==> src/rtl/swpc_pkg.sv <==
// shared widths, register map, payload types and result weights of the water classifier
package swpc_pkg;

  localparam int BAND_W    = 16;
  localparam int SUM_W     = BAND_W + 1;
  localparam int FRAC_BITS = 14;
  localparam int IDX_W     = 16;
  localparam int QUO_W     = IDX_W;
  localparam int NA_W      = SUM_W + FRAC_BITS;
  localparam int TOP_W     = NA_W - QUO_W;
  localparam int HI_W      = (TOP_W > SUM_W) ? TOP_W : SUM_W;
  localparam int REM_W     = SUM_W + 1;
  localparam int CODE_W    = 11;

  localparam int FRONT_STAGES = 2;
  localparam int DIV_STAGES   = QUO_W + 1;
  localparam int BACK_STAGES  = 2;
  localparam int PIPE_LAT     = FRONT_STAGES + DIV_STAGES + BACK_STAGES;

  localparam int NUM_REGS  = 7;
  localparam int REG_IDX_W = $clog2(NUM_REGS);
  localparam int ADDR_W    = REG_IDX_W + 2;
  localparam int DATA_W    = 32;

  localparam logic [REG_IDX_W-1:0] REG_INDEX_GT     = REG_IDX_W'(0);
  localparam logic [REG_IDX_W-1:0] REG_INDEX_LT_ONE = REG_IDX_W'(1);
  localparam logic [REG_IDX_W-1:0] REG_INDEX_LT_TWO = REG_IDX_W'(2);
  localparam logic [REG_IDX_W-1:0] REG_NIR_ONE      = REG_IDX_W'(3);
  localparam logic [REG_IDX_W-1:0] REG_NIR_TWO      = REG_IDX_W'(4);
  localparam logic [REG_IDX_W-1:0] REG_SWIR_ONE     = REG_IDX_W'(5);
  localparam logic [REG_IDX_W-1:0] REG_SWIR_TWO     = REG_IDX_W'(6);

  localparam logic [CODE_W-1:0] W_RULE1 = CODE_W'(1);
  localparam logic [CODE_W-1:0] W_RULE2 = CODE_W'(10);
  localparam logic [CODE_W-1:0] W_RULE3 = CODE_W'(100);
  localparam logic [CODE_W-1:0] W_RULE4 = CODE_W'(1000);

  localparam logic [IDX_W-1:0] IDX_MAX = {1'b0, {(IDX_W-1){1'b1}}};
  localparam logic [IDX_W-1:0] IDX_MIN = {1'b1, {(IDX_W-1){1'b0}}};

  typedef struct packed {
    logic signed [BAND_W-1:0] green_band;
    logic signed [BAND_W-1:0] red_band;
    logic signed [BAND_W-1:0] nir_band;
    logic signed [BAND_W-1:0] swir_band;
    logic                     last_pixel;
  } swpc_in_t;

  typedef struct packed {
    logic [CODE_W-1:0] water_code;
    logic              last_pixel_out;
  } swpc_out_t;

  typedef struct packed {
    logic signed [BAND_W-1:0] index_gt_threshold;
    logic signed [BAND_W-1:0] index_lt_threshold_one;
    logic signed [BAND_W-1:0] index_lt_threshold_two;
    logic signed [BAND_W-1:0] nir_limit_one;
    logic signed [BAND_W-1:0] nir_limit_two;
    logic signed [BAND_W-1:0] swir_limit_one;
    logic signed [BAND_W-1:0] swir_limit_two;
  } swpc_cfg_t;

  // per-pixel flags that ride alongside the divider
  typedef struct packed {
    logic last;
    logic rule4;
    logic lim_one;
    logic lim_two;
    logic undef;
    logic neg;
  } swpc_meta_t;

  typedef struct packed {
    logic [SUM_W-1:0] num_mag;
    logic [SUM_W-1:0] den_mag;
    swpc_meta_t       meta;
  } swpc_div_in_t;

  typedef struct packed {
    logic [QUO_W-1:0] quo;
    logic             ovf;
    swpc_meta_t       meta;
  } swpc_div_out_t;

endpackage

==> src/rtl/swpc_front.sv <==
// front stages: band sums, limit and band-sum rules, magnitudes and sign of the index
module swpc_front (
  input  logic                   clk,
  input  logic                   rst_n,
  input  logic                   in_fire,
  input  swpc_pkg::swpc_in_t     in_data,
  input  swpc_pkg::swpc_cfg_t    cfg,
  output logic                   out_valid,
  output swpc_pkg::swpc_div_in_t out_data
);

  logic signed [swpc_pkg::SUM_W-1:0] g_ext, r_ext, n_ext, s_ext;
  logic signed [swpc_pkg::SUM_W-1:0] gr_sum, ns_sum;

  logic                              a_vld_r, a_vld_nxt;
  logic signed [swpc_pkg::SUM_W-1:0] a_num_r, a_num_nxt;
  logic signed [swpc_pkg::SUM_W-1:0] a_den_r, a_den_nxt;
  logic                              a_rule4_r, a_rule4_nxt;
  logic                              a_lim1_r, a_lim1_nxt;
  logic                              a_lim2_r, a_lim2_nxt;
  logic                              a_last_r, a_last_nxt;

  logic                   b_vld_r, b_vld_nxt;
  swpc_pkg::swpc_div_in_t b_data_r, b_data_nxt;
  logic [swpc_pkg::SUM_W-1:0] num_u, den_u;

  always_comb begin
    g_ext = $signed({in_data.green_band[swpc_pkg::BAND_W-1], in_data.green_band});
    r_ext = $signed({in_data.red_band[swpc_pkg::BAND_W-1], in_data.red_band});
    n_ext = $signed({in_data.nir_band[swpc_pkg::BAND_W-1], in_data.nir_band});
    s_ext = $signed({in_data.swir_band[swpc_pkg::BAND_W-1], in_data.swir_band});
    gr_sum = g_ext + r_ext;
    ns_sum = n_ext + s_ext;
    a_vld_nxt   = in_fire;
    a_num_nxt   = g_ext - s_ext;
    a_den_nxt   = g_ext + s_ext;
    a_rule4_nxt = gr_sum > ns_sum;
    a_lim1_nxt  = (in_data.nir_band <= cfg.nir_limit_one) &&
                  (in_data.swir_band <= cfg.swir_limit_one);
    a_lim2_nxt  = (in_data.nir_band <= cfg.nir_limit_two) &&
                  (in_data.swir_band <= cfg.swir_limit_two);
    a_last_nxt  = in_data.last_pixel;
  end

  always_ff @(posedge clk) begin
    if (!rst_n) begin
      a_vld_r <= 1'b0;
    end else begin
      a_vld_r <= a_vld_nxt;
    end
  end

  always_ff @(posedge clk) begin
    a_num_r   <= a_num_nxt;
    a_den_r   <= a_den_nxt;
    a_rule4_r <= a_rule4_nxt;
    a_lim1_r  <= a_lim1_nxt;
    a_lim2_r  <= a_lim2_nxt;
    a_last_r  <= a_last_nxt;
  end

  always_comb begin
    num_u = a_num_r;
    den_u = a_den_r;
    b_vld_nxt = a_vld_r;
    b_data_nxt.num_mag = num_u[swpc_pkg::SUM_W-1] ? (~num_u + 1'b1) : num_u;
    b_data_nxt.den_mag = den_u[swpc_pkg::SUM_W-1] ? (~den_u + 1'b1) : den_u;
    b_data_nxt.meta.last    = a_last_r;
    b_data_nxt.meta.rule4   = a_rule4_r;
    b_data_nxt.meta.lim_one = a_lim1_r;
    b_data_nxt.meta.lim_two = a_lim2_r;
    // zero over zero leaves the index undefined
    b_data_nxt.meta.undef   = (num_u == '0) && (den_u == '0);
    // a zero denominator takes the sign of the numerator alone
    b_data_nxt.meta.neg     = num_u[swpc_pkg::SUM_W-1] ^ den_u[swpc_pkg::SUM_W-1];
  end

  always_ff @(posedge clk) begin
    if (!rst_n) begin
      b_vld_r <= 1'b0;
    end else begin
      b_vld_r <= b_vld_nxt;
    end
  end

  always_ff @(posedge clk) begin
    b_data_r <= b_data_nxt;
  end

  assign out_valid = b_vld_r;
  assign out_data  = b_data_r;

endmodule

==> src/rtl/swpc_divider.sv <==
// pipelined restoring divider on magnitudes, one quotient bit per stage, with overflow flag
module swpc_divider (
  input  logic                    clk,
  input  logic                    rst_n,
  input  logic                    in_valid,
  input  swpc_pkg::swpc_div_in_t  in_data,
  output logic                    out_valid,
  output swpc_pkg::swpc_div_out_t out_data
);

  localparam int QW = swpc_pkg::QUO_W;

  logic                          vld_r  [0:QW];
  logic [swpc_pkg::SUM_W-1:0]    rem_r  [0:QW];
  logic [swpc_pkg::SUM_W-1:0]    den_r  [0:QW];
  logic [QW-1:0]                 quo_r  [0:QW];
  logic                          ovf_r  [0:QW];
  swpc_pkg::swpc_meta_t          meta_r [0:QW];
  logic [QW-1:0]                 lo_r   [0:QW-1];

  logic [swpc_pkg::NA_W-1:0]  na;
  logic [swpc_pkg::HI_W-1:0]  hi_ext, den_ext;
  logic                       vld0_nxt, ovf0_nxt;
  logic [swpc_pkg::SUM_W-1:0] rem0_nxt;

  // quotient of 2^QW or more is an overflow; a zero divisor always lands here
  always_comb begin
    na       = {in_data.num_mag, {swpc_pkg::FRAC_BITS{1'b0}}};
    hi_ext   = swpc_pkg::HI_W'(na[swpc_pkg::NA_W-1:QW]);
    den_ext  = swpc_pkg::HI_W'(in_data.den_mag);
    ovf0_nxt = hi_ext >= den_ext;
    rem0_nxt = hi_ext[swpc_pkg::SUM_W-1:0];
    vld0_nxt = in_valid;
  end

  always_ff @(posedge clk) begin
    if (!rst_n) begin
      vld_r[0] <= 1'b0;
    end else begin
      vld_r[0] <= vld0_nxt;
    end
  end

  always_ff @(posedge clk) begin
    rem_r[0]  <= rem0_nxt;
    den_r[0]  <= in_data.den_mag;
    quo_r[0]  <= '0;
    ovf_r[0]  <= ovf0_nxt;
    meta_r[0] <= in_data.meta;
    lo_r[0]   <= na[QW-1:0];
  end

  for (genvar k = 1; k <= QW; k++) begin : g_step
    logic [swpc_pkg::REM_W-1:0] trial;
    logic [swpc_pkg::REM_W-1:0] diff;
    logic                       qbit;
    logic [swpc_pkg::SUM_W-1:0] rem_nxt;
    logic [QW-1:0]              quo_nxt;

    always_comb begin
      trial   = {rem_r[k-1], lo_r[k-1][QW-k]};
      diff    = trial - {1'b0, den_r[k-1]};
      qbit    = trial >= {1'b0, den_r[k-1]};
      rem_nxt = qbit ? diff[swpc_pkg::SUM_W-1:0] : trial[swpc_pkg::SUM_W-1:0];
      quo_nxt = {quo_r[k-1][QW-2:0], qbit};
    end

    always_ff @(posedge clk) begin
      if (!rst_n) begin
        vld_r[k] <= 1'b0;
      end else begin
        vld_r[k] <= vld_r[k-1];
      end
    end

    always_ff @(posedge clk) begin
      rem_r[k]  <= rem_nxt;
      den_r[k]  <= den_r[k-1];
      quo_r[k]  <= quo_nxt;
      ovf_r[k]  <= ovf_r[k-1];
      meta_r[k] <= meta_r[k-1];
    end

    if (k < QW) begin : g_lo
      always_ff @(posedge clk) begin
        lo_r[k] <= lo_r[k-1];
      end
    end
  end

  assign out_valid     = vld_r[QW];
  assign out_data.quo  = quo_r[QW];
  assign out_data.ovf  = ovf_r[QW];
  assign out_data.meta = meta_r[QW];

  a_rem_below_den: assert property (@(posedge clk) disable iff (!rst_n)
    (vld_r[QW] && !ovf_r[QW]) |-> (rem_r[QW] < den_r[QW]))
    else $error("divider remainder not below divisor");

endmodule

==> src/rtl/swpc_back.sv <==
// back stages: sign and saturation of the index, threshold rules and the decimal code
module swpc_back (
  input  logic                    clk,
  input  logic                    rst_n,
  input  logic                    in_valid,
  input  swpc_pkg::swpc_div_out_t in_data,
  input  swpc_pkg::swpc_cfg_t     cfg,
  output logic                    out_strobe,
  output swpc_pkg::swpc_out_t     out_data
);

  localparam int QW = swpc_pkg::QUO_W;

  logic                             pos_sat, neg_sat;
  logic                             p_vld_r, p_vld_nxt;
  logic signed [swpc_pkg::IDX_W-1:0] p_idx_r, p_idx_nxt;
  swpc_pkg::swpc_meta_t             p_meta_r;

  logic                       r1, r2, r3;
  logic                       o_vld_r, o_vld_nxt;
  swpc_pkg::swpc_out_t        o_data_r, o_data_nxt;

  always_comb begin
    pos_sat   = in_data.ovf || in_data.quo[QW-1];
    // magnitude 2^(QW-1) still fits on the negative side
    neg_sat   = in_data.ovf || (in_data.quo[QW-1] && (|in_data.quo[QW-2:0]));
    p_vld_nxt = in_valid;
    if (in_data.meta.neg) begin
      p_idx_nxt = neg_sat ? swpc_pkg::IDX_MIN : swpc_pkg::IDX_W'(~in_data.quo + 1'b1);
    end else begin
      p_idx_nxt = pos_sat ? swpc_pkg::IDX_MAX : swpc_pkg::IDX_W'(in_data.quo);
    end
  end

  always_ff @(posedge clk) begin
    if (!rst_n) begin
      p_vld_r <= 1'b0;
    end else begin
      p_vld_r <= p_vld_nxt;
    end
  end

  always_ff @(posedge clk) begin
    p_idx_r  <= p_idx_nxt;
    p_meta_r <= in_data.meta;
  end

  always_comb begin
    r1 = !p_meta_r.undef && (p_idx_r > cfg.index_gt_threshold);
    r2 = !p_meta_r.undef && (p_idx_r > cfg.index_lt_threshold_one) && p_meta_r.lim_one;
    r3 = !p_meta_r.undef && (p_idx_r > cfg.index_lt_threshold_two) && p_meta_r.lim_two;
    o_vld_nxt = p_vld_r;
    o_data_nxt.water_code = '0;
    if (r1) o_data_nxt.water_code = o_data_nxt.water_code + swpc_pkg::W_RULE1;
    if (r2) o_data_nxt.water_code = o_data_nxt.water_code + swpc_pkg::W_RULE2;
    if (r3) o_data_nxt.water_code = o_data_nxt.water_code + swpc_pkg::W_RULE3;
    if (p_meta_r.rule4) o_data_nxt.water_code = o_data_nxt.water_code + swpc_pkg::W_RULE4;
    o_data_nxt.last_pixel_out = p_meta_r.last;
  end

  always_ff @(posedge clk) begin
    if (!rst_n) begin
      o_vld_r <= 1'b0;
    end else begin
      o_vld_r <= o_vld_nxt;
    end
  end

  always_ff @(posedge clk) begin
    o_data_r <= o_data_nxt;
  end

  assign out_strobe = o_vld_r;
  assign out_data   = o_data_r;

  a_undef_no_index_rules: assert property (@(posedge clk) disable iff (!rst_n)
    (p_vld_r && p_meta_r.undef) |=>
      (out_strobe && (out_data.water_code == '0 || out_data.water_code == swpc_pkg::W_RULE4)))
    else $error("undefined index passed an index rule");

endmodule

==> src/rtl/surface_water_pixel_classifier_top.sv <==
// top level of the surface water pixel classifier: register port and pipeline
// One pixel can be started in every cycle (busy is always low) and its result appears on
// out_data with out_strobe high for exactly one cycle, after the front stages, the divider
// and the back stages; results leave in start order and the receiver cannot stall them.
// The pipeline runs through the divider for the wetness index, one quotient bit per stage
// over 16 stages plus an overflow stage, with two stages before it for band sums and
// magnitudes and two after it for saturation and the four rules. Registers sit at byte
// address 4*i; the user must write them only while no pixel is in flight, which the block
// itself does not enforce.
module surface_water_pixel_classifier_top (
  input  logic                           clk,
  input  logic                           rst_n,
  input  logic                           start,
  output logic                           busy,
  input  swpc_pkg::swpc_in_t             in_data,
  output logic                           out_strobe,
  output swpc_pkg::swpc_out_t            out_data,
  input  logic                           psel,
  input  logic                           penable,
  input  logic                           pwrite,
  input  logic [swpc_pkg::ADDR_W-1:0]    paddr,
  input  logic [swpc_pkg::DATA_W-1:0]    pwdata,
  output logic [swpc_pkg::DATA_W-1:0]    prdata,
  output logic                           pready
);

  swpc_pkg::swpc_cfg_t cfg_r, cfg_nxt;
  logic [swpc_pkg::REG_IDX_W-1:0] reg_sel;
  logic [swpc_pkg::BAND_W-1:0]    wr_val;
  logic [swpc_pkg::BAND_W-1:0]    rd_val;
  logic                           cfg_write;
  logic                           in_fire;

  logic                    fr_valid;
  swpc_pkg::swpc_div_in_t  fr_data;
  logic                    dv_valid;
  swpc_pkg::swpc_div_out_t dv_data;

  assign busy      = 1'b0;
  assign pready    = 1'b1;
  assign in_fire   = start && !busy;
  assign reg_sel   = paddr[swpc_pkg::ADDR_W-1:2];
  assign wr_val    = pwdata[swpc_pkg::BAND_W-1:0];
  assign cfg_write = psel && penable && pwrite && pready;

  always_comb begin
    cfg_nxt = cfg_r;
    if (cfg_write) begin
      unique case (reg_sel)
        swpc_pkg::REG_INDEX_GT:     cfg_nxt.index_gt_threshold     = wr_val;
        swpc_pkg::REG_INDEX_LT_ONE: cfg_nxt.index_lt_threshold_one = wr_val;
        swpc_pkg::REG_INDEX_LT_TWO: cfg_nxt.index_lt_threshold_two = wr_val;
        swpc_pkg::REG_NIR_ONE:      cfg_nxt.nir_limit_one          = wr_val;
        swpc_pkg::REG_NIR_TWO:      cfg_nxt.nir_limit_two          = wr_val;
        swpc_pkg::REG_SWIR_ONE:     cfg_nxt.swir_limit_one         = wr_val;
        swpc_pkg::REG_SWIR_TWO:     cfg_nxt.swir_limit_two         = wr_val;
        default:                    cfg_nxt = cfg_r;
      endcase
    end
  end

  always_ff @(posedge clk) begin
    if (!rst_n) begin
      cfg_r <= '0;
    end else begin
      cfg_r <= cfg_nxt;
    end
  end

  always_comb begin
    unique case (reg_sel)
      swpc_pkg::REG_INDEX_GT:     rd_val = cfg_r.index_gt_threshold;
      swpc_pkg::REG_INDEX_LT_ONE: rd_val = cfg_r.index_lt_threshold_one;
      swpc_pkg::REG_INDEX_LT_TWO: rd_val = cfg_r.index_lt_threshold_two;
      swpc_pkg::REG_NIR_ONE:      rd_val = cfg_r.nir_limit_one;
      swpc_pkg::REG_NIR_TWO:      rd_val = cfg_r.nir_limit_two;
      swpc_pkg::REG_SWIR_ONE:     rd_val = cfg_r.swir_limit_one;
      swpc_pkg::REG_SWIR_TWO:     rd_val = cfg_r.swir_limit_two;
      default:                    rd_val = '0;
    endcase
    prdata = swpc_pkg::DATA_W'(rd_val);
  end

  swpc_front u_front (
    .clk       (clk),
    .rst_n     (rst_n),
    .in_fire   (in_fire),
    .in_data   (in_data),
    .cfg       (cfg_r),
    .out_valid (fr_valid),
    .out_data  (fr_data)
  );

  swpc_divider u_divider (
    .clk       (clk),
    .rst_n     (rst_n),
    .in_valid  (fr_valid),
    .in_data   (fr_data),
    .out_valid (dv_valid),
    .out_data  (dv_data)
  );

  swpc_back u_back (
    .clk        (clk),
    .rst_n      (rst_n),
    .in_valid   (dv_valid),
    .in_data    (dv_data),
    .cfg        (cfg_r),
    .out_strobe (out_strobe),
    .out_data   (out_data)
  );

  a_strobe_follows_start: assert property (@(posedge clk) disable iff (!rst_n)
    out_strobe |-> $past(start, swpc_pkg::PIPE_LAT))
    else $error("result strobe without a start transfer at the pipeline latency");

  a_last_follows_input: assert property (@(posedge clk) disable iff (!rst_n)
    out_strobe |-> (out_data.last_pixel_out == $past(in_data.last_pixel, swpc_pkg::PIPE_LAT)))
    else $error("last pixel flag lost its pixel");

endmodule

==> config.mk <==
export PLATFORM = sky130hd
export DESIGN_NAME = surface_water_pixel_classifier_top
export DESIGN_NICKNAME = d
export VERILOG_FILES = /design/src/rtl/swpc_pkg.sv /design/src/rtl/swpc_front.sv /design/src/rtl/swpc_divider.sv /design/src/rtl/swpc_back.sv /design/src/rtl/surface_water_pixel_classifier_top.sv
export SDC_FILE = /design/constraint.sdc
export NUM_CORES = 2
export LEC_CHECK = 0
export BUFFER_PORTS_ARGS = -buffer_cell sky130_fd_sc_hd__buf_2
export CAP_MARGIN = 10
export CORE_MARGIN = 3
export CORE_UTILIZATION = 50
export DETAILED_ROUTE_END_ITERATION = 8
export GPL_TIMING_DRIVEN = 0
export HOLD_SLACK_MARGIN = 0.08
export PLACE_DENSITY = 0.72
export SLEW_MARGIN = 20
export SYNTH_ARGS = -nofsm -noshare
export SYNTH_HDL_FRONTEND = slang
export SYNTH_SLANG_ARGS = --single-unit
==> constraint.sdc <==
create_clock -name clk -period 3.4 [get_ports clk]
set_input_delay 0.68 -clock clk [delete_from_list [all_inputs] [get_ports clk]]
set_output_delay 0.68 -clock clk [all_outputs]
set_load 0.05 [all_outputs]
==> out/results.txt <==
Post-synth top flop: dfxtp_1
Max clock buf depth: 3
initial DRC count: 2453
total power: 62.3 mW
largest net degree at the start of global routing: 17
grt ovf: 0
maximum vdd drop: 457 uV
Setup crit end kind: flop
final setup violation count: 0
synthesized area: 0.0483 sq mm
normalized max-slew margin: 0.420
Vias/cell: 5.40
Worst-Margin Slew: 0.863 ns
io pins: 155
Hold Crit Class: primary input to flop
worst setup margin: 0.130 ns
status: finished clean
Initial Utilization: 0.506
antenna-violating nets left: 0
RSZ-0062 raised after global routing: no
Final Hold Viols: 0
crit path max fanout: 3
Final period util: 0.962
vias in the first global route: 35864
initial antenna violation count: 5
clock net sink count: 1038
first-pass detailed-route iteration total: 5
Synth Register Bits: 1038
worst clock skew: 0.0232 ns
Chip Width: 317 um
fraction of registers with async set/reset: 0
root buf cell: clkbuf_16
Post-synth EDFFs: 0
Seq/Total Area, Yosys: 0.430
WP data arrival: 3.85 ns
Port Buf Inserts: 116
Avg Cell Area, Syn: 9.24 sq um
WL/cell: 16.6 um
GPL Wtd Cong: 0.919
overall global routing resource usage: 0.222
Worst-Skew Late Latency: 0.68 ns
final slew viol count: 0
TritonCTS clock tree: done
vias: 36846
Post-Synthesis Cells: 5229
CP startpoint: in_data[49]
number of buffers created by CTS: 104
Synth warnings: 0
synth top area cells: dfxtp_1 43%, ha_1 13%, inv_1 4.1%
layout cell share with drive strength beyond 1: 0.0899
final wirelength: 113000 um
Hold Startpoint: start
area leader, netlist: dfxtp_1
final worst path period need: 3.27 ns
share of the synthesized area in the top cell type: 0.430
clock transition at the registers of the reported paths: 0.06 ns
core area: 0.0954 sq mm
f_max: 306 MHz
Die ar.: 0.100 sq mm
fin util: 0.568
hpwl dp: 88100 um
Nets: 6077
WP data required: 3.98 ns
Synth cell types: 100
Pleak: 23.8 nW
Area Growth Syn to Fin: 12.2%
row cnt: 113
most common cell after layout, fill and taps aside: dfxtp_1
first-pass GRT wire length: 182000 um
power per cell area: 1150 mW/mm^2
minimum setup slack after placement: -0.626 ns
crit path kind: primary input to flop
DIE HEIGHT: 317 um
max-cap check violation count: 0
residual DRC count: 0
most frequent cells in the layout: 1038 x dfxtp_1, 526 x inv_1, 516 x nand2_1
FF-to-FF Start: u_divider.den_r[0][52]
CP Launch Type: primary input
H-Tree Depth: 3
## synthesized netlist by cell type, drive strengths merged (21+ instances only)
| library cell | number |
|---|---|
| dfxtp | 1038 |
| inv | 533 |
| nand2 | 516 |
| ha | 483 |
| o21ai | 322 |
| a21oi | 297 |
| nor2 | 277 |
| xnor2 | 141 |
| a21o | 117 |
| a21boi | 107 |
| xor2 | 106 |
| nor3 | 98 |
| clkbuf | 93 |
| mux2 | 86 |
| o21a | 80 |
| nor2b | 77 |
| nand2b | 70 |
| nand3 | 60 |
| a31oi | 59 |
| buf | 54 |
| nand4 | 53 |
| mux2i | 48 |
| o31ai | 41 |
| a211oi | 36 |
| and2 | 35 |
| o21bai | 28 |
| and3 | 27 |
| o211ai | 21 |
| or3 | 21 |
## metal layers
metal	vias up	GRT usage	routed length, um
met3	244	0.0354	6410
met2	908	0.386	53800
met5	-	0	29
met4	4	0.0713	3310
li1	18537	-	-
met1	17153	0.281	49500
## power breakdown
part | leakage, nW | total, mW | internal [mW] | switching, mW
Sequential | 8.67 | 19.4 | 16.9 | 2.49
Clock | 1.77 | 11.8 | 6.92 | 4.85
Combinational | 13.4 | 31.1 | 13.5 | 17.6
## repair_timing
item,in CTS,in global routing
gates cloned,0,0
buffers inserted,0,0
hold buffers,1,0
hold endpoints to repair,1,0
endpoints found under the setup margin,15,11
resized for setup,12,4
## state kept, by name, indices dropped and copies added (netlist names), 3 cells and up, named ones only
register and cells:
u_divider.vld_r 17, cfg_r 112, u_divider.rem_r 269, u_front.a_num_r 17, u_divider.lo_r 3, u_divider.ovf_r 17
u_back.p_idx_r 16, u_divider.meta_r 102, u_back.p_meta_r 4, u_back.out_data 10, u_front.out_data 39, u_divider.den_r 270
u_front.a_den_r 16, u_divider.quo_r 136
## metrics by stage
step | TNS, ns | area (sq um) | hold slack [ns] | std cells
2_1_floorplan | -0.0373 | 48400 | 0.310 | 5246
3_3_place_gp | -4.75 | 50600 | 0.309 | 6627
3_5_place_dp | -4.79 | 50600 | 0.312 | 6627
4_1_cts | 0 | 54200 | 0.165 | 6820
5_1_grt | 0 | 54200 | 0.204 | 6818
6_report | 0 | 54200 | 0.215 | 6825
## worst max-delay path, stage by stage
cell	delay [ns]
buf_2	0.14
ha_4	0.17
inv_2	0.06
fa_2	0.22
nor2b_1	0.05
o21a_1	0.20
a311o_1	0.35
o31a_1	0.36
a221oi_4	0.31
a21oi_1	0.13
xor2_1	0.18
ha_1	0.32
o21a_1	0.14
o21ai_1	0.07
nand2_1	0.06
nand2_1	0.04
o21ai_1	0.07
o21ai_1	0.08
a31oi_1	0.22
## worst paths after layout
check / depth (start not counted) / slack [ns] / endpoint
setup / recovery: 19 / 0.13 / u_front.a_rule4_r
hold / removal: 2 / 0.21 / u_front.a_vld_r
setup reg to reg: 11 / 0.32 / u_divider.rem_r[0][81]
hold reg to reg: 0 / 0.32 / u_divider.quo_r[0][211]
## layout make-up
class	instances	area, sq um
multi-input cells	3527	25000
repair buffers	117	591
clock inverters	57	644
clock buffers	135	2950
flip-flops and latches	1038	20800
diodes	7	17.5
inverters	534	2010
well taps	1265	1580
fillers	8469	41200
plain buffers	145	682
## cell families (layout without fill, tap and decap cells)
logic type | after synthesis | count (layout) | share of synthesized area
and+or+nand+nor | 1348 | 1348 | 0.133
AOI/OAI and AO/OA | 1270 | 1270 | 0.169
DFF | 1038 | 1038 | 0.430
buffers and inverters | 681 | 988 | 0.0555
adders and majority gates | 502 | 502 | 0.133
xor gates and xnor gates | 247 | 247 | 0.0448
muxes | 141 | 141 | 0.0338
other | 2 | 26 | 0.000155
Power figures use the tool's default switching activity.
